### src/rtl/wpm_pkg.sv
`timescale 1ns / 1ps

package wpm_pkg;

	// Depth of the queue between the front end and the back end.
	localparam int QDEPTH = 2;

	// Configuration register indexes.
	localparam int CFG_IDX_W = 1;
	localparam logic [CFG_IDX_W-1:0] REG_OFFSET_A = CFG_IDX_W'(0);
	localparam logic [CFG_IDX_W-1:0] REG_POWER_K  = CFG_IDX_W'(1);

	// Reset values of the configuration registers.
	localparam logic [31:0] OFFSET_A_RESET = 32'd0;
	localparam logic [3:0]  POWER_K_RESET  = 4'd2;

	// One classified request as it travels from the front end to the back end.
	typedef struct packed {
		logic [63:0] d;     // offset weighted sample, signed fixed point
		logic [31:0] w;     // sample weight, signed fixed point
		logic        last;  // closes the current set
	} entry_t;

	// Back end sequencer states.
	typedef enum logic [2:0] {
		B_IDLE,
		B_MUL,
		B_PACK,
		B_ACC,
		B_FIN,
		B_DIV,
		B_QPACK,
		B_OUT
	} back_state_t;

endpackage

### src/rtl/wpm_front.sv
`timescale 1ns / 1ps

module wpm_front #(
	parameter int FRAC_BITS = 16
) (
	input  logic            clk,
	input  logic            arst_n,
	input  logic            push,
	input  logic [31:0]     sample_u,
	input  logic [31:0]     weight_w,
	input  logic            last_item,
	input  logic [31:0]     offset_a,
	input  logic            q_full,
	output logic            full,
	output logic            q_push,
	output wpm_pkg::entry_t q_entry
);
	import wpm_pkg::*;

	logic        take;
	logic        s1_valid_q;
	logic [31:0] u_mag;
	logic [31:0] w_mag;
	logic [63:0] prod;
	logic [63:0] prod_s1;
	logic        neg_s1;
	logic [31:0] w_s1;
	logic        last_s1;
	logic [63:0] trunc;
	logic [63:0] d_raw;

	// The stage moves into the queue whenever the queue has room.
	assign q_push = s1_valid_q & ~q_full;
	assign full   = s1_valid_q & q_full;
	assign take   = push & ~full;

	// Magnitude product of weight and sample.
	always_comb begin
		u_mag = sample_u[31] ? (~sample_u + 32'd1) : sample_u;
		w_mag = weight_w[31] ? (~weight_w + 32'd1) : weight_w;
		prod  = {32'd0, u_mag} * {32'd0, w_mag};
	end

	// Stage valid flag.
	always_ff @(posedge clk or negedge arst_n) begin
		if (!arst_n) begin
			s1_valid_q <= 1'b0;
		end else if (take) begin
			s1_valid_q <= 1'b1;
		end else if (q_push) begin
			s1_valid_q <= 1'b0;
		end
	end

	// Stage payload.
	always_ff @(posedge clk) begin
		if (take) begin
			prod_s1 <= prod;
			neg_s1  <= sample_u[31] ^ weight_w[31];
			w_s1    <= weight_w;
			last_s1 <= last_item;
		end
	end

	// Truncate toward zero, restore the sign, then remove the offset.
	always_comb begin
		trunc = prod_s1 >> FRAC_BITS;
		d_raw = neg_s1 ? (~trunc + 64'd1) : trunc;
		q_entry.d    = d_raw - {{32{offset_a[31]}}, offset_a};
		q_entry.w    = w_s1;
		q_entry.last = last_s1;
	end

endmodule

### config.mk
export PLATFORM = sky130hd
export DESIGN_NAME = wpm_front
export DESIGN_NICKNAME = d
export VERILOG_FILES = /design/src/rtl/wpm_pkg.sv /design/src/rtl/wpm_front.sv
export SDC_FILE = /design/constraint.sdc
export NUM_CORES = 2
export LEC_CHECK = 0
export ABC_AREA = 0
export BUFFER_PORTS_ARGS = -buffer_cell sky130_fd_sc_hd__buf_4
export CORE_UTILIZATION = 50
export DETAILED_ROUTE_END_ITERATION = 16
export MAX_ROUTING_LAYER = met4
export PLACE_DENSITY = 0.72
export SETUP_SLACK_MARGIN = 0.3
export SLEW_MARGIN = 15
export SYNTH_ARGS = -nofsm -noshare
export SYNTH_HDL_FRONTEND = slang
export SYNTH_SLANG_ARGS = --single-unit
### constraint.sdc
create_clock -name clk -period 9 [get_ports clk]
set_clock_uncertainty 0.1 [all_clocks]
set_input_delay 1.8 -clock clk [delete_from_list [all_inputs] [get_ports clk]]
set_output_delay 1.8 -clock clk [all_outputs]
set_load 0.1 [all_outputs]
==> results.md <==
* Outcome: finished with violations
* Violations in the final reports: setup timing
* Most common cell in the netlist: sky130_fd_sc_hd__inv_1
* Worst Path Arrival at 10.49 ns
* Combined buffer and inverter count along the critical path at 6
* Relative slew margins at 0.2808
* Depth of the critical timing path with buffers and inverters included at 31
* Overall global routing resource usage at 0.3664
* Fraction of layout instances using a drive strength above 1 at 0.2453
* Final global-route overflow total at 0
* Worst-path maximum fanout at 5
* Total Negative Setup Slacks at -50.33 ns
* Cell count after synthesis at 4747
* Final cell area excluding filler cells at 52230 um2
* Number of clock buffers inserted by TritonCTS at 9
* Number of DRC markers after the initial detailed-route iteration at 3191
* Pin count of the biggest net entering global routing at 64
* Root Buffer Master: sky130_fd_sc_hd__clkbuf_16
* Required time worst endpoint at 9.01 ns
* Library cells used by synthesis at 77
* Worst-path cell with the longest stage delay: sky130_fd_sc_hd__fa_2
* Cell Area, Synth at 41080 um2
* Number of buffers added on ports at 199
* Flip-flop and latch count after synthesis at 83
* Final Hold Viols at 0
* Family with the most delay on the worst path: adder cells
* Via count of the first global-routing pass at 37790
* Clock tree from TritonCTS: yes
* Crit path launch type: primary input
* Core region area at 80940 um2
* Most used cell along the critical path: sky130_fd_sc_hd__fa_1
* Number of vias per cell after detailed routing at 5.537
* Fraction of post-synthesis cell area in the top cell type by area at 0.4366
* Critical setup path kind: in -> reg
* Remaining number of nets flagged by the antenna check after routing at 0
* Synth warn at 0
* Area enclosed by the die boundary at 83320 um2
* Number of search-and-repair iterations in the first detailed-routing pass at 6
* Drt wl/cell at 21.95 um
* R2R cell count at 3
* Worst Slack Setup Final at -1.479 ns
* Worst hold-check path type: reg -> reg
* Number of placement rows at 104
* Number of antenna violations at the first check in global routing at 3
* Share of synthesized area occupied by flip-flops and latches at 0.06055
* Post-CTS clock slew at the launch and capture registers of the worst setup and hold paths at 0.08 ns
* Area grow syn2layout at 27.13%
* Number of setup violations in the final report at 47
* Slew at the pin closest to its max-slew limit at 1.076 ns
* Highest clock rate at 0.09543 GHz
* DRC Markers at 0
* Post-synthesis net count at 6070
* Post-detailed-routing wire length at 145700 um
* Top cell types by occurrence after synthesis: sky130_fd_sc_hd__inv_1 (954), sky130_fd_sc_hd__fa_1 (896), sky130_fd_sc_hd__nor2_1 (622)
* Slowest stage delay, CP at 0.57 ns
* Floorplan die width at 288.6 um
* Setup repair after global routing missed its margin: true
* Longest Clk Path Bufs at 2
* Vias at 36740
* Min cycle time layout at 10.48 ns
* Number of primary I/O pins at 200
* Cell type with the largest total area after synthesis: sky130_fd_sc_hd__fa_1
* Inst Count DP at 6561
* Syn_area_per_cell at 8.655 um2
* Starting density of the core at 0.5076
* Deepest level of the CTS H-tree at 3
* Placement Cell Area at 49990 um2
* Global-route wire length before repair at 220200 um
* Max-slew violation count at 0
* Tcrit/Tclk final at 1.164
* Depth of the worst hold-timing path at 2
* Setup slack at placement at -2.035 ns
* Number of standard cells in the layout, taps in and fillers out at 6636
* Clock sink count at 83
* Clock latency reported for the late side of the worst-skew pair at 0.38 ns
* Max-capacitance violation count at 0
* Top area cells in the synthesized netlist: sky130_fd_sc_hd__fa_1 (44%), sky130_fd_sc_hd__ha_1 (9.9%), sky130_fd_sc_hd__inv_1 (8.7%)
* Count of flip-flops with a built-in enable after synthesis at 82
* Async set or reset register ratio after synthesis at 0.01205
* Die height at 288.6 um
* Net count, final at 6891
* Post-DP HPWL at 126300 um
* Kind of end point of the critical path: flip-flop
* Final estimated routing congestion in global placement at 1.069
* Main synth FF type: sky130_fd_sc_hd__edfxtp_1
-- layout make-up --
class | count | area, um2
Inverter | 954 | 3583
Clock inverter | 7 | 52.55
Antenna cell | 3 | 7.507
Fill cell | 6758 | 28710
Timing Repair Buffer | 1019 | 8484
Sequential cell | 83 | 2487
Clock buffer | 9 | 225.2
Multi-Input combinational cell | 3501 | 36060
Tap cell | 1060 | 1326
-- routing by layer --
metal / up-vias / global-route usage / part of all wire
li1: 16240 / - / -
met1: 18110 / 0.4775 / 0.39
met2: 2024 / 0.5470 / 0.44
met3: 375 / 0.09060 / 0.12
met4: 0 / 0.1492 / 0.049
met5: - / - / 0
-- worst paths after layout --
kind / from / endpoint / slack (ns)
worst max-delay path: sample_u[5] / prod_s1[61] / -1.48
worst min-delay path: s1_valid_q / s1_valid_q / 0.61
worst max register to register: s1_valid_q / prod_s1[18] / 6.43
worst min register to register: s1_valid_q / s1_valid_q / 0.61
max in group asynchronous: arst_n / s1_valid_q / 7.65
min in group asynchronous: arst_n / s1_valid_q / 1.07
-- cell families after synthesis --
logic type	Yosys count	share of synthesized area
buf+inv	1163	0.1068
xor+xnor	263	0.05607
flops	83	0.06055
compound gates	536	0.08643
simple gates	1476	0.1533
mux	4	0.001005
fa+ha+maj	1222	0.5359
-- flip-flops by register name, indices dropped and copies added (netlist names) --
signal and flops:
last_s1 1, neg_s1 1, prod_s1 48, s1_valid_q 1, w_s1 32
-- placed cells by master, fill, tap and decap left out, types with 75 or more instances in the layout --
master	Yosys	routed
sky130_fd_sc_hd__a21o_1	76	76
sky130_fd_sc_hd__a21oi_1	135	109
sky130_fd_sc_hd__buf_4	1	918
sky130_fd_sc_hd__edfxtp_1	82	82
sky130_fd_sc_hd__fa_1	896	852
sky130_fd_sc_hd__ha_1	326	289
sky130_fd_sc_hd__inv_1	954	937
sky130_fd_sc_hd__nand2_1	569	556
sky130_fd_sc_hd__nor2_1	622	599
sky130_fd_sc_hd__o21ai_0	98	75
sky130_fd_sc_hd__xnor2_1	167	138
sky130_fd_sc_hd__xor2_1	96	76
-- worst register-to-register path, stage by stage, from the launching register on --
cell and delay, ns:
sky130_fd_sc_hd__dfrtp_1 0.38, sky130_fd_sc_hd__and2_1 0.20, sky130_fd_sc_hd__nor2b_4 0.84, sky130_fd_sc_hd__buf_4 0.63
-- timing repair --
action / CTS / global route
endpoints found under the setup margin: 48 / 50
setup buffers: 40 / 15
pin swaps: 115 / 70
gates cloned: 1 / 0
gates resized for setup: 209 / 121
hold buffers: 0 / 0
-- metrics by stage --
stage / hold slack (ns) / utilization
floorplan: 1.229 / -
global placement: 0.5785 / 0.6176
detailed placement: 0.5898 / 0.6176
CTS: 0.6086 / 0.6375
global route: 0.6264 / 0.6453
finish: 0.6054 / 0.6453
Power is not shown: default switching activity piles up to over one toggle a cycle in this logic, so the estimate is an artifact.
