File: src/rtl/wpm_pkg.sv
`timescale 1ns / 1ps

package wpm_pkg;

	// Depth of the queue between the front end and the back end.
	localparam int QDEPTH = 2;

	// Configuration register indexes.
	localparam int CFG_IDX_W = 1;
	localparam logic [CFG_IDX_W-1:0] REG_OFFSET_A = CFG_IDX_W'(0);
	localparam logic [CFG_IDX_W-1:0] REG_POWER_K  = CFG_IDX_W'(1);

	// Reset values of the configuration registers.
	localparam logic [31:0] OFFSET_A_RESET = 32'd0;
	localparam logic [3:0]  POWER_K_RESET  = 4'd2;

	// One classified request as it travels from the front end to the back end.
	typedef struct packed {
		logic [63:0] d;     // offset weighted sample, signed fixed point
		logic [31:0] w;     // sample weight, signed fixed point
		logic        last;  // closes the current set
	} entry_t;

	// Back end sequencer states.
	typedef enum logic [2:0] {
		B_IDLE,
		B_MUL,
		B_PACK,
		B_ACC,
		B_FIN,
		B_DIV,
		B_QPACK,
		B_OUT
	} back_state_t;

endpackage

File: src/rtl/wpm_queue.sv
`timescale 1ns / 1ps

module wpm_queue (
	input  logic            clk,
	input  logic            arst_n,
	input  logic            push,
	input  wpm_pkg::entry_t wr_entry,
	output logic            full,
	input  logic            pop,
	output logic            empty,
	output wpm_pkg::entry_t rd_entry
);
	import wpm_pkg::*;

	localparam int QAW = (QDEPTH > 1) ? $clog2(QDEPTH) : 1;
	localparam int QCW = $clog2(QDEPTH + 1);

	entry_t         slots_q [QDEPTH];
	logic [QAW-1:0] wr_ptr_q;
	logic [QAW-1:0] rd_ptr_q;
	logic [QCW-1:0] count_q;
	logic           do_push;
	logic           do_pop;

	assign full     = (count_q == QCW'(QDEPTH));
	assign empty    = (count_q == '0);
	assign do_push  = push & ~full;
	assign do_pop   = pop & ~empty;
	assign rd_entry = slots_q[rd_ptr_q];

	// Pointers and fill count.
	always_ff @(posedge clk or negedge arst_n) begin
		if (!arst_n) begin
			wr_ptr_q <= '0;
			rd_ptr_q <= '0;
			count_q  <= '0;
		end else begin
			if (do_push) begin
				wr_ptr_q <= (wr_ptr_q == QAW'(QDEPTH - 1)) ? '0 : wr_ptr_q + QAW'(1);
			end
			if (do_pop) begin
				rd_ptr_q <= (rd_ptr_q == QAW'(QDEPTH - 1)) ? '0 : rd_ptr_q + QAW'(1);
			end
			if (do_push && !do_pop) begin
				count_q <= count_q + QCW'(1);
			end else if (do_pop && !do_push) begin
				count_q <= count_q - QCW'(1);
			end
		end
	end

	// Entry storage.
	always_ff @(posedge clk) begin
		if (do_push) begin
			slots_q[wr_ptr_q] <= wr_entry;
		end
	end

endmodule

File: config.mk
export PLATFORM = sky130hd
export DESIGN_NAME = wpm_queue
export DESIGN_NICKNAME = d
export VERILOG_FILES = /design/src/rtl/wpm_pkg.sv /design/src/rtl/wpm_queue.sv
export SDC_FILE = /design/constraint.sdc
export NUM_CORES = 1
export LEC_CHECK = 0
export BUFFER_PORTS_ARGS = -buffer_cell sky130_fd_sc_hd__buf_2
export CAP_MARGIN = 20
export CORE_ASPECT_RATIO = 1.1
export CORE_MARGIN = 1
export CORE_UTILIZATION = 52
export CTS_CLUSTER_DIAMETER = 150
export DETAILED_ROUTE_END_ITERATION = 8
export PLACE_DENSITY_LB_ADDON = 0.2
export SETUP_SLACK_MARGIN = 0.4
export SYNTH_ARGS = -nofsm -noshare
export SYNTH_HDL_FRONTEND = slang
export SYNTH_SLANG_ARGS = --single-unit
File: constraint.sdc
create_clock -name clk -period 5.92 [get_ports clk]
set_input_delay 0.592 -clock clk [delete_from_list [all_inputs] [get_ports clk]]
set_output_delay 0.592 -clock clk [all_outputs]
set_load 0.005 [all_outputs]
==> results of run 1 <==
## cell usage in the layout (no fill, tap or decap)
cell,count
and3_4,1
buf_2,199
buf_4,4
bufinv_16,1
clkbuf_1,3
clkbuf_16,17
clkinv_1,2
clkinv_2,7
clkinvlp_4,2
dfrtp_1,3
dfrtp_4,1
diode_2,1
dlygate4sd3_1,1
edfxtp_1,194
ha_1,1
inv_1,2
mux2_2,77
mux2_4,20
nand2_1,1
nand2b_1,1
nor2_1,2
nor2_4,1
o21ai_0,1
xnor2_1,3
xor2_1,2
## critical path: cells and delay by family, from the launching register on
family,cells,cell delay [ns]
DFF,1,0.79
buffers and inverters,2,0.86
muxes,1,0.42
## registers in the layout (all words and copies together), names as in the netlist
| name | cells |
|---|---|
| wr_ptr_q | 1 |
| slots_q | 194 |
| rd_ptr_q | 1 |
| count_q | 2 |
## through the flow
step / instance area [um^2] / setup slack, ns
2_1_floorplan: 7270 / 0.647
3_3_place_gp: 8460 / 3.16
3_5_place_dp: 8460 / 3.15
4_1_cts: 9000 / 2.68
5_1_grt: 9000 / 2.58
6_report: 9000 / 2.76
## worst paths after layout
check | from | end | slack (ns)
worst min register to register | count_q[1]$_DFFE_PN0P_ | count_q[1]$_DFFE_PN0P_ | 0.52
max in group asynchronous | arst_n | rd_ptr_q$_DFFE_PN0P_ | 5.24
worst max-delay path | rd_ptr_q$_DFFE_PN0P_ | rd_entry[20] | 2.76
worst min-delay path | wr_entry[15] | slots_q[1][15]$_DFFE_PP_ | 0.35
min in group asynchronous | arst_n | count_q[1]$_DFFE_PN0P_ | 0.54
worst max register to register | count_q[0]$_DFFE_PN0P_ | slots_q[1][92]$_DFFE_PP_ | 3.59
## synth_stat cells
| cell | number |
|---|---|
| and3_1 | 1 |
| nand2b_1 | 1 |
| xnor2_1 | 3 |
| mux2_2 | 77 |
| nor2_1 | 3 |
| edfxtp_1 | 194 |
| buf_2 | 7 |
| inv_1 | 2 |
| ha_1 | 1 |
| xor2_1 | 2 |
| mux2_4 | 20 |
| dfrtp_1 | 4 |
| buf_6 | 4 |
| nand2_1 | 1 |
| o21ai_0 | 1 |
## area by class of cell
class / instances / area (um^2) / share of cell area (%)
sequential: 198 / 5930 / 65.9
antenna: 1 / 2.50 / 0.0278
clock buffer: 20 / 437 / 4.85
multi-input combinational: 110 / 1270 / 14.1
clock inverter: 12 / 87.6 / 0.973
tap: 184 / 230 / 2.56
inverter: 2 / 7.51 / 0.0834
timing repair buffer: 204 / 1040 / 11.5
## per-layer routing
layer | share of wire [%] | GRT usage [%] | vias to the layer above
met1 | 38 | 19.6 | 1751
met3 | 8.8 | 6.64 | 14
li1 | - | - | 1700
met2 | 51 | 29.7 | 142
met5 | 0 | 0 | -
met4 | 1.8 | 8.40 | 0
## where the power goes
| part | leakage [nW] | internal (mW) | switching [mW] |
|---|---|---|---|
| sequential | 1.85 | 1.92 | 0.132 |
| clock | 0.258 | 0.570 | 0.454 |
| combinational | 1.33 | 0.605 | 0.524 |
| total | 3.44 | 3.09 | 1.11 |
## kinds of logic after synthesis
group                      count (synthesis)  synth area share [%]
buffers and inverters                     13                  1.20
muxes                                     97                  16.1
AOI/OAI and AO/OA                          1                0.0688
DFF                                      198                  81.5
xor gates and xnor gates                   5                 0.603
adders and majority gates                  1                 0.172
and+or+nand+nor                            6                 0.379
==> results.txt, run 1 <==
- The flow ran to the end, and the final reports show no timing, DRC or antenna violations.
- Min-delay worst type: input port to flop
* Critical-path maximum fanout: 55
- Setup violations remaining at the end of the flow were counted as 0.
- Floorplan die area: 14,500 um^2
* DRC Markers: 0
- Crit end category: primary output
- The number of endpoints with negative hold slack in the final report is 0.
- Portion of the clock cycle consumed by the worst path in the final layout: 53.4%
- From left edge to right edge, the die measures 115 um.
* Number of primary I/O pins: 200
- In this design, the stage delay of the slowest critical-path cell is 0.79 ns.
- Number of gates resized after CTS: 0
* Post-synth top area cell: edfxtp_1
- Count of antenna-violating nets left after detailed routing: 0
- Synthesis Warnings: 0
- Global-route wire length before repair: 18,400 um
* Data arrival time of the critical path: 2.57 ns
- The signal on the critical path passes through buf_4, mux2_2, buf_2.
* Cell at the slowest stage of the critical path: dfrtp_4
- After clock tree synthesis, the flow added hold-fix buffers numbering 1.
* Clock Pin Slew Worst Setup and Hold Paths: 0.07 ns
- Routed wire length per instance: 16.7 um
- Number of global-route vias before repair: 3,814
- The finished layout holds 731 standard cells, fillers aside.
* CTS tree: yes
- Number of slew-limit violations in the final report: 0
* Startpoint class of the critical path: flop
- Max-Slew Margin vs Limit: 45.0%
* Post-detailed-routing wire length: 12,200 um
- Each instance of the synthesized netlist takes up on average 22.6 um^2.
- Top-area cell type share of the netlist area: 80.1%
- In this run, synthesis produced a sequential element count of 198.
- The core region is 13,400 um^2.
- For the worst setup path, the data required time is 5.33 ns.
* Worst hold slack: 0.351 ns
- For this configuration, the core starts out at a cell density of 54.1%.
- In this run the core area contains 44 standard-cell rows.
- Fraction of layout cells with a size suffix above 1: 60.4%
- The die is 126 um tall.
- The clock net in this run drives a total of 198 sinks.
* Overall Global Routing Usage: 17.6%
- Cells fill 67.0% of the core in the end.
- Number of distinct standard cells referenced by the synthesized netlist: 15
- The routed layout has 3,607 vias.
- First-pass iteration count of the detailed router: 4
* Max cap viols: 0
- After technology mapping, the gate count stands at 321.
* Worst IR drop on VDD: 0.228 mV
* Mapped Area: 7270 um^2
- Number of cell instances on the worst register-to-register path: 3
- After global routing the overflow that remains totals 0.
- Clock skew on the completed layout was measured at 0.00739 ns.
- Clock root buffer: clkbuf_16
* Highest Clock Rate: 316 MHz
- Slew of the pin with the lowest slew margin: 0.825 ns
* Largest cells by area after synthesis: edfxtp_1 (80%), mux2_2 (12%), mux2_4 (4.1%), dfrtp_1 (1.4%), buf_6 (0.62%)
- Total leakage power: 3.44 nW
- Clk Latency, worst-skew pair: 0.42 ns
- Setup repair after global routing missed its margin: no
* Power per standard cell area: 467 nW/um^2
- In this run, placement finished with an instance count of 697.
- The net count of the finished layout is 635.
- Buffers added on ports: 199
- Post-detailed-route via-to-cell ratio: 4.93
- Startpoint-to-endpoint class of the critical path: flop to primary output
- The layout has 971 filler cells.
- Cell depth of the worst hold path: 1
- The clock tree synthesis step divided the H-tree into 4 levels.
* HPWL reported at the end of detailed placement: 8070 um
* Antenna violations before repair: 1
- Sequential element share of the synthesized area: 81.5%
- Clock buffers created by TritonCTS: 17
- When the netlist entered floorplanning its net count stood at 423.
- Number of setup buffers added after CTS: 0
- First DRT Iteration DRCs: 227
* Overall power after layout: 4.20 mW
- Post-layout minimum cycle time: 3.16 ns
* Maximum number of pins on one net before global-route repair: 59
- Area Growth Syn to Fin: 23.8%
* Maximum number of buffers from clock root to sink: 2
- TNS Setup: 0 ns
- At the end of routability-driven placement, the weighted congestion stood at 0.707.
(Power assumes the default switching activity.)
==> inputs of run 2 (changes only) <==
==> constraint.sdc (replaced) <==
create_clock -name clk -period 3.1 [get_ports clk]
set_input_delay 0.31 -clock clk [delete_from_list [all_inputs] [get_ports clk]]
set_output_delay 0.31 -clock clk [all_outputs]
set_load 0.005 [all_outputs]
==> results.txt, run 2 (synthesized netlist as in run 1, its figures left out) <==
- Commonest cells after routing, fill and taps aside: buf_2 (199), edfxtp_1 (194), mux2_2 (77), mux2_4 (20), clkbuf_16 (17)
- CTS HTree Levels: 4
* DRC Markers: 0
* TNS Setup: 0 ns
- Startpoint-to-endpoint class of the critical path: flop to primary output
* Number of slew-limit violations in the final report: 0
- Max-Slew Margin vs Limit: 51.7%
- The initialized floorplan defines 44 standard-cell rows.
- Placer congestion estimate: 0.749
* Number of cell instances on the worst register-to-register path: 3
* Data required, critical path: 2.79 ns
- The clock period could shrink to 2.40 ns.
* Crit end category: primary output
- The tightest min-delay check is of the input port to flop type.
- Setup repair after global routing missed its margin: no
- In the final layout, flip-flops and latches occupy 5930 um^2.
- In this run the power density over the cells is 908 nW/um^2.
- The clock arrives with 0.00638 ns of skew.
* Number of setup buffers added after CTS: 0
- The worst setup path is launched from a flop.
- Summed over all cells, the static leakage comes to 3.48 nW.
* Placeable Area: 13,400 um^2
* Clk Latency, worst-skew pair: 0.42 ns
* Number of flip-flops under the largest register name: 194
* Area of all placed cells without fillers: 9100 um^2
- The largest registers in the layout are slots_q (194), count_q (2).
- Reg-to-reg slack, setup: 1.20 ns
- Area Growth Syn to Fin: 25.2%
- The first routing iteration left 161 violations.
* Critical Path Sink: rd_entry[44]
- Entering global routing, the biggest net connects 57 pins.
* Slew of the pin with the lowest slew margin: 0.725 ns
- First-pass iteration count of the detailed router: 4
- Number of primary I/O pins: 200
- Summing all multi-input logic gate instances after layout gives 1270 um^2.
- The worst register-to-register path ends at slots_q[1][48]$_DFFE_PP_.
- After detailed routing, the average wire length per cell comes to 16.9 um.
* Buffers added on ports: 199
- Portion of the clock cycle consumed by the worst path in the final layout: 77.3%
- Cells with a size suffix above 1 make up 60.9% of the layout.
- Buffers inserted during clock tree synthesis total 17.
- Source of the worst register-to-register timing path: count_q[0]$_DFFE_PN0P_
- Clock root buffer: clkbuf_16
* Clock Pin Slew Worst Setup and Hold Paths: 0.07 ns
- The longest clock path from root to sink contains 2 buffers.
- The design draws 8.27 mW.
- In this run the worst setup path begins at rd_ptr_q$_DFFE_PN0P_.
* CTS tree: yes
- Delay of the slowest cell on the worst path: 0.73 ns
* Result of the run: complete, no violations
- Post-detailed-routing wire length: 12,400 um
* Count of clock tree sinks: 198
* Nets: 637
- Most common cell after layout, fill and taps aside: buf_2
- The first global-routing pass estimated 18,300 um of wire.
- Starting density of the core: 54.1%
- In this run the number of cells on the critical path is 3.
- Filler Cell Count: 966
* Overall Global Routing Usage: 17.6%
- The signal on the critical path passes through buf_4, mux2_2, buf_2.
- Max cap viols: 0
- The initial antenna violation count came to 3.
- After detailed routing, the number of vias per cell comes to 4.92.
* Cell at the slowest stage of the critical path: dfrtp_4
- Setup-violating endpoint count in the final report: 0
- X dimension of the die: 115 um
* Vertical die dimension: 126 um
- Data arrival time of the critical path: 2.09 ns
- Detailed placement finished with a half-perimeter wire length of 8300 um.
- The routed layout has 3,605 vias.
- The number of global-route vias before repair is 3,753.
* Cell Area, Placed: 8500 um^2
- Worst IR drop on VDD: 0.505 mV
- Floorplan die area: 14,500 um^2
- After global routing the overflow that remains totals 0.
* Critical-path maximum fanout: 29
- On the critical path the largest part of the delay comes from flip-flops.
* Highest Clock Rate: 417 MHz
* Number of hold-slack violations in the final timing report: 0
- Number of gates resized after CTS: 0
* Number of buffers and inverters on the critical path: 2
- Final cell utilization of the core: 67.8%
- Count of antenna-violating nets left after detailed routing: 0
- Counting flops per register, the top entry is slots_q.
## run 2: cell types whose count changed in the layout (fill, tap and decap cells not counted), sizes merged
cell,previous run,this run
clkbuf,20,17
buf,203,205
bufinv,1,3
clkinv,9,10
## run 2: final cells by class
class | count | area share, %
Timing Repair Buffer | 206 | 11.8
Sequential cell | 198 | 65.1
Multi-Input combinational cell | 110 | 13.9
Clock buffer | 17 | 4.67
Antenna cell | 1 | 0.0275
Inverter | 2 | 0.0825
Clock inverter | 15 | 1.79
Tap cell | 184 | 2.53
## run 2: how the worst min path moves through the flow
stage	from	to	slack, ns	cells past startpoint
after floorplan	arst_n	count_q[0]$_DFFE_PN0P_	0.01	0
after global placement	arst_n	wr_ptr_q$_DFFE_PN0P_	0.13	1
after detailed placement	arst_n	wr_ptr_q$_DFFE_PN0P_	0.13	1
after CTS	wr_entry[95]	slots_q[1][95]$_DFFE_PP_	0.05	1
after global routing	wr_entry[15]	slots_q[0][15]$_DFFE_PP_	0.05	1
final	wr_entry[9]	slots_q[1][9]$_DFFE_PP_	0.07	1
## run 2: repair_timing
item | in CTS | in global routing
endpoints found under the setup margin | 0 | 0
hold buffers | 1 | 0
endpoints found under the hold margin | 4 | 0
## run 2: through the flow
stage / instances / hold WS, ns / setup WS, ns
2_1_floorplan: 321 / 0.0144 / 0.570
3_3_place_gp: 699 / 0.129 / 1.16
3_5_place_dp: 699 / 0.135 / 1.12
4_1_cts: 732 / 0.0507 / 0.657
5_1_grt: 732 / 0.0532 / 0.591
6_report: 733 / 0.0717 / 0.704
## run 2: power breakdown
| part | leakage, nW | switching, mW | internal, mW | total [mW] |
|---|---|---|---|---|
| clock | 0.285 | 0.881 | 1.26 | 2.14 |
| combinational | 1.35 | 1.03 | 1.19 | 2.22 |
| sequential | 1.85 | 0.242 | 3.66 | 3.91 |
| total | 3.48 | 2.15 | 6.11 | 8.27 |
## run 2: routing by layer
layer	vias to the layer above	wire [um]	GRT usage, %
li1	1706	-	-
met5	-	31	0
met2	133	6280	29.8
met4	4	189	7.87
met3	19	975	6.93
met1	1743	4900	19.5
