==> config.mk <==
export PLATFORM = sky130hd
export DESIGN_NAME = wpm_back
export DESIGN_NICKNAME = d
export VERILOG_FILES = /design/src/rtl/wpm_pkg.sv /design/src/rtl/wpm_back.sv
export SDC_FILE = /design/constraint.sdc
export NUM_CORES = 2
export LEC_CHECK = 0
export BUFFER_PORTS_ARGS = -buffer_cell sky130_fd_sc_hd__buf_4
export CAP_MARGIN = 20
export CORE_MARGIN = 4
export CORE_UTILIZATION = 50
export CTS_CLUSTER_DIAMETER = 30
export DETAILED_ROUTE_END_ITERATION = 8
export GPL_TIMING_DRIVEN = 0
export PLACE_DENSITY = 0.65
export SETUP_SLACK_MARGIN = 0.2
export SLEW_MARGIN = 30
export SYNTH_ARGS = -nofsm -noshare
export SYNTH_HDL_FRONTEND = slang
export SYNTH_SLANG_ARGS = --single-unit
==> constraint.sdc <==
create_clock -name clk -period 9.25 [get_ports clk]
set_input_delay 1.3875 -clock clk [delete_from_list [all_inputs] [get_ports clk]]
set_output_delay 1.3875 -clock clk [all_outputs]
set_load 0.01 [all_outputs]
==> src/rtl/wpm_pkg.sv <==
`timescale 1ns / 1ps

package wpm_pkg;

	// Depth of the queue between the front end and the back end.
	localparam int QDEPTH = 2;

	// Configuration register indexes.
	localparam int CFG_IDX_W = 1;
	localparam logic [CFG_IDX_W-1:0] REG_OFFSET_A = CFG_IDX_W'(0);
	localparam logic [CFG_IDX_W-1:0] REG_POWER_K  = CFG_IDX_W'(1);

	// Reset values of the configuration registers.
	localparam logic [31:0] OFFSET_A_RESET = 32'd0;
	localparam logic [3:0]  POWER_K_RESET  = 4'd2;

	// One classified request as it travels from the front end to the back end.
	typedef struct packed {
		logic [63:0] d;     // offset weighted sample, signed fixed point
		logic [31:0] w;     // sample weight, signed fixed point
		logic        last;  // closes the current set
	} entry_t;

	// Back end sequencer states.
	typedef enum logic [2:0] {
		B_IDLE,
		B_MUL,
		B_PACK,
		B_ACC,
		B_FIN,
		B_DIV,
		B_QPACK,
		B_OUT
	} back_state_t;

endpackage

==> src/rtl/wpm_back.sv <==
`timescale 1ns / 1ps

module wpm_back #(
	parameter int MAX_POWER = 8,
	parameter int FRAC_BITS = 16
) (
	input  logic            clk,
	input  logic            arst_n,
	input  logic [3:0]      power_k,
	input  logic            q_empty,
	input  wpm_pkg::entry_t q_head,
	output logic            q_pop,
	input  logic            pop,
	output logic            empty,
	output logic [63:0]     moment,
	output logic            divide_by_zero,
	output logic            overflowed
);
	import wpm_pkg::*;

	localparam int KW   = $clog2(MAX_POWER + 1);
	localparam int DIVW = 64 + FRAC_BITS;
	localparam int DCW  = $clog2(DIVW + 1);

	back_state_t     state_q;
	back_state_t     state_d;

	logic [63:0]     d_mag_q;
	logic            d_neg_q;
	logic [31:0]     w_q;
	logic            last_q;
	logic [KW-1:0]   k_q;
	logic [KW-1:0]   j_q;
	logic [63:0]     term_mag_q;
	logic            term_neg_q;
	logic            item_sat_q;
	logic [2:0]      mcnt_q;
	logic [1:0]      pidx_q;
	logic [63:0]     pp_q;
	logic [127:0]    acc_q;
	logic [63:0]     term_sum_q;
	logic [63:0]     weight_sum_q;
	logic            sat_seen_q;
	logic [DIVW-1:0] div_q;
	logic [63:0]     rem_q;
	logic [63:0]     den_q;
	logic [DCW-1:0]  dcnt_q;
	logic            qneg_q;
	logic [63:0]     res_moment_q;
	logic            res_dz_q;
	logic            res_ovf_q;
	logic            out_valid_q;
	logic [63:0]     moment_q;
	logic            dz_q;
	logic            ovf_q;

	logic [KW-1:0]   k_clamp;
	logic [63:0]     head_mag;
	logic [31:0]     mul_a;
	logic [31:0]     mul_b;
	logic [63:0]     mul_p;
	logic [1:0]      psum;
	logic [127:0]    pp_shifted;
	logic [64:0]     term_pack;
	logic            prod_neg;
	logic [63:0]     term_signed;
	logic [64:0]     tsum_add;
	logic [64:0]     wsum_add;
	logic [63:0]     tsum_mag;
	logic [63:0]     wsum_mag;
	logic [64:0]     rem_shift;
	logic            rem_ge;
	logic [64:0]     rem_sub;
	logic [64:0]     quot_pack;
	logic            out_load;
	logic            last_mul;

	// Saturating pack of a magnitude with a sign: returns {saturated, magnitude}.
	function automatic logic [64:0] pack_mag(input logic [127:0] m, input logic neg);
		logic [63:0] lim;
		logic        sat;
		lim = neg ? 64'h8000_0000_0000_0000 : 64'h7FFF_FFFF_FFFF_FFFF;
		sat = (m[127:64] != '0) || (m[63:0] > lim);
		return {sat, sat ? lim : m[63:0]};
	endfunction

	// Saturating signed add: returns {saturated, sum}.
	function automatic logic [64:0] sat_add(input logic [63:0] a, input logic [63:0] b);
		logic [63:0] r;
		logic        ovf;
		r   = a + b;
		ovf = (a[63] == b[63]) && (r[63] != a[63]);
		if (ovf) begin
			r = a[63] ? 64'h8000_0000_0000_0000 : 64'h7FFF_FFFF_FFFF_FFFF;
		end
		return {ovf, r};
	endfunction

	// Exponent clamp and head magnitude.
	always_comb begin
		if (power_k == 4'd0) begin
			k_clamp = KW'(1);
		end else if (int'(power_k) > MAX_POWER) begin
			k_clamp = KW'(MAX_POWER);
		end else begin
			k_clamp = KW'(power_k);
		end
		head_mag = q_head.d[63] ? (~q_head.d + 64'd1) : q_head.d;
	end

	// Shared 32 by 32 multiplier: one partial product per cycle.
	always_comb begin
		mul_a      = mcnt_q[1] ? term_mag_q[63:32] : term_mag_q[31:0];
		mul_b      = mcnt_q[0] ? d_mag_q[63:32] : d_mag_q[31:0];
		mul_p      = {32'd0, mul_a} * {32'd0, mul_b};
		psum       = {1'b0, pidx_q[1]} + {1'b0, pidx_q[0]};
		pp_shifted = {64'd0, pp_q} << {psum, 5'd0};
		prod_neg   = term_neg_q ^ d_neg_q;
		term_pack  = pack_mag(acc_q >> FRAC_BITS, prod_neg);
		last_mul   = ((j_q + KW'(1)) == k_q);
	end

	// Running sums.
	always_comb begin
		term_signed = term_neg_q ? (~term_mag_q + 64'd1) : term_mag_q;
		tsum_add    = sat_add(term_sum_q, term_signed);
		wsum_add    = sat_add(weight_sum_q, {{32{w_q[31]}}, w_q});
		tsum_mag    = term_sum_q[63] ? (~term_sum_q + 64'd1) : term_sum_q;
		wsum_mag    = weight_sum_q[63] ? (~weight_sum_q + 64'd1) : weight_sum_q;
	end

	// Restoring divider step and quotient pack.
	always_comb begin
		rem_shift = {rem_q, div_q[DIVW-1]};
		rem_ge    = (rem_shift >= {1'b0, den_q});
		rem_sub   = rem_shift - {1'b0, den_q};
		quot_pack = pack_mag(128'(div_q), qneg_q);
	end

	// Sequencer next state and handshakes.
	always_comb begin
		state_d  = state_q;
		q_pop    = 1'b0;
		out_load = 1'b0;
		case (state_q)
			B_IDLE: begin
				if (!q_empty) begin
					q_pop   = 1'b1;
					state_d = (k_clamp == KW'(1)) ? B_ACC : B_MUL;
				end
			end
			B_MUL: begin
				if (mcnt_q == 3'd4) begin
					state_d = B_PACK;
				end
			end
			B_PACK: begin
				state_d = last_mul ? B_ACC : B_MUL;
			end
			B_ACC: begin
				state_d = last_q ? B_FIN : B_IDLE;
			end
			B_FIN: begin
				state_d = (weight_sum_q == '0) ? B_OUT : B_DIV;
			end
			B_DIV: begin
				if (dcnt_q == DCW'(1)) begin
					state_d = B_QPACK;
				end
			end
			B_QPACK: begin
				state_d = B_OUT;
			end
			B_OUT: begin
				if (!out_valid_q || pop) begin
					out_load = 1'b1;
					state_d  = B_IDLE;
				end
			end
			default: begin
				state_d = B_IDLE;
			end
		endcase
	end

	// State register.
	always_ff @(posedge clk or negedge arst_n) begin
		if (!arst_n) begin
			state_q <= B_IDLE;
		end else begin
			state_q <= state_d;
		end
	end

	// Set state: sums and saturation flag.
	always_ff @(posedge clk or negedge arst_n) begin
		if (!arst_n) begin
			term_sum_q   <= '0;
			weight_sum_q <= '0;
			sat_seen_q   <= 1'b0;
		end else if (state_q == B_ACC) begin
			term_sum_q   <= tsum_add[63:0];
			weight_sum_q <= wsum_add[63:0];
			sat_seen_q   <= sat_seen_q | item_sat_q | tsum_add[64] | wsum_add[64];
		end else if (out_load) begin
			term_sum_q   <= '0;
			weight_sum_q <= '0;
			sat_seen_q   <= 1'b0;
		end
	end

	// Working registers of the power loop and the divider.
	always_ff @(posedge clk) begin
		case (state_q)
			B_IDLE: begin
				if (!q_empty) begin
					d_mag_q    <= head_mag;
					d_neg_q    <= q_head.d[63];
					term_mag_q <= head_mag;
					term_neg_q <= q_head.d[63];
					w_q        <= q_head.w;
					last_q     <= q_head.last;
					k_q        <= k_clamp;
					j_q        <= KW'(1);
					item_sat_q <= 1'b0;
					mcnt_q     <= 3'd0;
					acc_q      <= '0;
				end
			end
			B_MUL: begin
				if (mcnt_q != 3'd4) begin
					pp_q   <= mul_p;
					pidx_q <= mcnt_q[1:0];
				end
				if (mcnt_q != 3'd0) begin
					acc_q <= acc_q + pp_shifted;
				end
				mcnt_q <= mcnt_q + 3'd1;
			end
			B_PACK: begin
				term_mag_q <= term_pack[63:0];
				term_neg_q <= prod_neg;
				item_sat_q <= item_sat_q | term_pack[64];
				j_q        <= j_q + KW'(1);
				mcnt_q     <= 3'd0;
				acc_q      <= '0;
			end
			B_FIN: begin
				if (weight_sum_q == '0) begin
					res_moment_q <= '0;
					res_dz_q     <= 1'b1;
					res_ovf_q    <= sat_seen_q;
				end else begin
					div_q  <= {tsum_mag, {FRAC_BITS{1'b0}}};
					den_q  <= wsum_mag;
					rem_q  <= '0;
					qneg_q <= term_sum_q[63] ^ weight_sum_q[63];
					dcnt_q <= DCW'(DIVW);
				end
			end
			B_DIV: begin
				rem_q  <= rem_ge ? rem_sub[63:0] : rem_shift[63:0];
				div_q  <= {div_q[DIVW-2:0], rem_ge};
				dcnt_q <= dcnt_q - DCW'(1);
			end
			B_QPACK: begin
				res_moment_q <= qneg_q ? (~quot_pack[63:0] + 64'd1) : quot_pack[63:0];
				res_dz_q     <= 1'b0;
				res_ovf_q    <= sat_seen_q | quot_pack[64];
			end
			default: begin
			end
		endcase
	end

	// Result register toward the receiver.
	always_ff @(posedge clk or negedge arst_n) begin
		if (!arst_n) begin
			out_valid_q <= 1'b0;
		end else if (out_load) begin
			out_valid_q <= 1'b1;
		end else if (pop) begin
			out_valid_q <= 1'b0;
		end
	end

	always_ff @(posedge clk) begin
		if (out_load) begin
			moment_q <= res_moment_q;
			dz_q     <= res_dz_q;
			ovf_q    <= res_ovf_q;
		end
	end

	assign empty          = ~out_valid_q;
	assign moment         = moment_q;
	assign divide_by_zero = dz_q;
	assign overflowed     = ovf_q;

endmodule

==> impl_metrics.json <==
{
  "antenna_violations_before_repair": 17,
  "finalWorstSetupSlack_ps": 101.1,
  "yosys_most_used_dff": "sky130_fd_sc_hd__edfxtp_1",
  "min_path_type": "flip-flop to flip-flop",
  "cp.required_ps": 9810,
  "synthArstFlopShare_pct": 15.65,
  "place.port_buffers": 172,
  "start_util_pct": 50.47,
  "drt_pass1_iterations": 6,
  "design_area_um2": 111200,
  "place_hpwl_um": 314800,
  "slowest_stage": "sky130_fd_sc_hd__fa_2",
  "synth_edf_count": 717,
  "grt_start_max_net_pins": 70,
  "grt_util_met1_pct": 49.08,
  "synth.ff_latch_count": 850,
  "synth.top_cells.by_area": "sky130_fd_sc_hd__edfxtp_1 23%, sky130_fd_sc_hd__fa_1 19%, sky130_fd_sc_hd__ha_1 9.6%",
  "post_synth.cell_area_avg_um2": 9.136,
  "route.detailed.drc": 0,
  "ios": 173,
  "ys_seq_area_share_pct": 26.45,
  "gr-max-usage-layer": "met2",
  "globalRouteMet2Util_pct": 60.28,
  "cts.reportedPaths.clkPinSlew_ps": 50,
  "die_w_um": 441.6,
  "drt-initial-drc-count": 8548,
  "place_congestion": 1.100,
  "ctsRootBufferMaster": "sky130_fd_sc_hd__clkbuf_16",
  "netlist-cell-type-count": 88,
  "worst_setup_path_start_kind": "flip-flop",
  "num_vias": 83650,
  "postSynthCellCount": 10290,
  "drt_wl_total_um": 393200,
  "avg_wl_per_cell_um": 29.07,
  "fraction_of_layout_instances_using_a_drive_strength_above_1_pct": 10.89,
  "finalCoreUtilization_pct": 59.72,
  "timing_worst_slew_pin_value_ps": 1165,
  "area_delta_synth_final_pct": 18.32,
  "top_achievable_clock_speed_mhz": 109.3,
  "critPathMostFrequentCell": "sky130_fd_sc_hd__fa_1",
  "synth.most_common_cell": "sky130_fd_sc_hd__nor2_1",
  "globalRouteMet3Util_pct": 9.955,
  "critPathArrivalTime_ps": 9710,
  "nNetsFinal": 12580,
  "synth_top_cells_by_count": "1,225 x sky130_fd_sc_hd__nor2_1, 1,106 x sky130_fd_sc_hd__inv_1, 1,002 x sky130_fd_sc_hd__nand2_1, 900 x sky130_fd_sc_hd__fa_1, 719 x sky130_fd_sc_hd__ha_1",
  "postSynthNetCount": 12010,
  "max_slew_margin_pct": 21.72,
  "report.final.hold_viol_count": 0,
  "tritoncts": "built",
  "cts.sink_count": 850,
  "period_share_pct": 98.91,
  "setup_viol_count_final": 0,
  "clkLatencyLatePin_ps": 850,
  "worstSetupEndpointType": "flip-flop",
  "clockBufferDepth": 3,
  "finalCriticalPeriod_ps": 9149,
  "outcome": "completed",
  "syn-cell-area_um2": 93990,
  "fp.dieArea_um2": 195000,
  "ys.warnings.count": 0,
  "max_stage_delay_ps": 760,
  "yosys.area.top_type": "sky130_fd_sc_hd__edfxtp_1",
  "rows": 158,
  "route.detailed.vias_per_inst": 6.185,
  "synth_top_area_share_pct": 22.91,
  "cts_made_buffers": 206,
  "grt_util_all_layers_pct": 39.89,
  "grt_pass1_wl_um": 561900,
  "antenna_violating_nets_post_route": 0,
  "max-cap-violations": 0,
  "placeable_core_region_um2": 186200,
  "via_count_of_the_first_global_routing_pass": 82120,
  "critical_path_class": "flip-flop to flip-flop",
  "globalRouteOverflowTotal": 0,
  "cts_htree_levels": 4,
  "final_layout_worst_hold_slack_ps": 379.0,
  "pre_cts_ws_ps": -3064,
  "fill_cells": 16200,
  "grt_setup_unrepaired": "true",
  "placed_cell_area_um2": 100200,
  "timing.critical_path.fanout_max": 10,
  "die_height_um": 441.6,
  "final-max-slew-violation-count": 0,
  "fin_skew_ps": 121.3
}
sequential cells by signal, summed over array words and instances, names as in the netlist, 2 cells and up:
| register | flops |
|---|---|
| d_mag_q | 64 |
| state_q | 3 |
| w_q | 32 |
| div_q | 80 |
| den_q | 64 |
| res_moment_q | 64 |
| k_q | 4 |
| term_sum_q | 64 |
| pp_q | 64 |
| rem_q | 64 |
| term_mag_q | 64 |
| acc_q | 128 |
| dcnt_q | 7 |
| moment | 64 |
| weight_sum_q | 64 |
| mcnt_q | 3 |
| j_q | 4 |
| pidx_q | 2 |
per-stage QoR:
| step | instances | setup TNS, ps |
|---|---|---|
| after floorplan | 10290 | 0 |
| final | 13530 | 0 |
| after detailed placement | 13000 | -96000 |
| after global routing | 13520 | -427.6 |
| after CTS | 13470 | 0 |
| after global placement | 12940 | -386980 |
layer usage:
metal,vias to the layer above,routed length [um],share of wire (%)
met5,-,115,0.029
met2,4570,170200,43
met3,1270,39280,10
met4,10,38420,9.8
li1,36620,-,-
met1,41180,145100,37
worst paths after layout:
path | depth (start not counted) | end | slack (ps) | from
worst max-delay path | 31 | pp_q[59] | 100 | mcnt_q[0]
worst min-delay path | 0 | moment[36] | 380 | res_moment_q[36]
worst max register to register | 31 | pp_q[59] | 100 | mcnt_q[0]
worst min register to register | 0 | moment[36] | 380 | res_moment_q[36]
max in group asynchronous | 2 | term_sum_q[18] | 7910 | arst_n
min in group asynchronous | 1 | weight_sum_q[10] | 520 | arst_n
layout by cell type (no fill, tap or decap), types with 41 or more instances in the layout:
cell type	instances
sky130_fd_sc_hd__nor2_1	1209
sky130_fd_sc_hd__inv_1	1096
sky130_fd_sc_hd__nand2_1	997
sky130_fd_sc_hd__fa_1	885
sky130_fd_sc_hd__edfxtp_1	717
sky130_fd_sc_hd__ha_1	709
sky130_fd_sc_hd__a21oi_1	502
sky130_fd_sc_hd__o21ai_0	471
sky130_fd_sc_hd__xnor2_1	391
sky130_fd_sc_hd__clkbuf_1	336
sky130_fd_sc_hd__a21o_1	321
sky130_fd_sc_hd__buf_4	290
sky130_fd_sc_hd__clkbuf_16	228
sky130_fd_sc_hd__xor2_1	197
sky130_fd_sc_hd__nand3_1	155
sky130_fd_sc_hd__nor3_1	142
sky130_fd_sc_hd__nand4_1	137
sky130_fd_sc_hd__dfrtp_1	133
sky130_fd_sc_hd__a31oi_1	111
sky130_fd_sc_hd__mux2i_1	102
sky130_fd_sc_hd__o31ai_1	99
sky130_fd_sc_hd__nor2b_1	95
sky130_fd_sc_hd__nor4_1	86
sky130_fd_sc_hd__and2_1	84
sky130_fd_sc_hd__nand2b_1	78
sky130_fd_sc_hd__or3_1	75
sky130_fd_sc_hd__a221o_1	67
sky130_fd_sc_hd__o21bai_1	65
sky130_fd_sc_hd__mux2i_4	53
sky130_fd_sc_hd__o21a_1	52
sky130_fd_sc_hd__and3_1	51
sky130_fd_sc_hd__or2_2	48
sky130_fd_sc_hd__or4_1	47
sky130_fd_sc_hd__o41ai_1	44
sky130_fd_sc_hd__mux2_4	44
sky130_fd_sc_hd__a211oi_1	43
sky130_fd_sc_hd__o211ai_1	41
sky130_fd_sc_hd__clkbuf_8	41
logic make-up after synthesis:
group / Yosys count / synth area share [%]
AO/OA/AOI/OAI: 2089 / 14.46
multiplexers: 226 / 2.492
XOR/XNOR: 590 / 5.498
flip-flops: 850 / 26.45
adder cells (fa/ha/maj): 1619 / 28.74
buffers and inverters: 1611 / 6.439
AND/OR/NAND/NOR: 3303 / 15.92
cell type report:
class	instances	area [um^2]	area share, %
clock buffers	236	5444	4.895
diodes	8	20.02	0.01800
multi-input cells	7827	64560	58.06
flip-flops and latches	850	24860	22.35
repair buffers	367	3913	3.518
inverters	1106	4168	3.748
clock inverters	149	1986	1.785
plain buffers	502	3156	2.837
well taps	2480	3103	2.790
critical path: cells and delay by family (launching register included):
family	cells	cell delay, ps
multiplexers	1	290
flip-flops	1	440
buffers and inverters	8	1130
AO/OA/AOI/OAI	8	1600
adder cells (fa/ha/maj)	9	4620
AND/OR/NAND/NOR	5	820
what timing repair did:
action | in CTS | in global routing
gates cloned | 5 | 2
setup buffers | 87 | 42
hold buffers | 0 | 0
pin swaps | 18 | 50
setup endpoints to repair | 75 | 36
resized for setup | 464 | 143
Power is not shown: default switching activity piles up to over one toggle a cycle in this logic, so the estimate is an artifact.
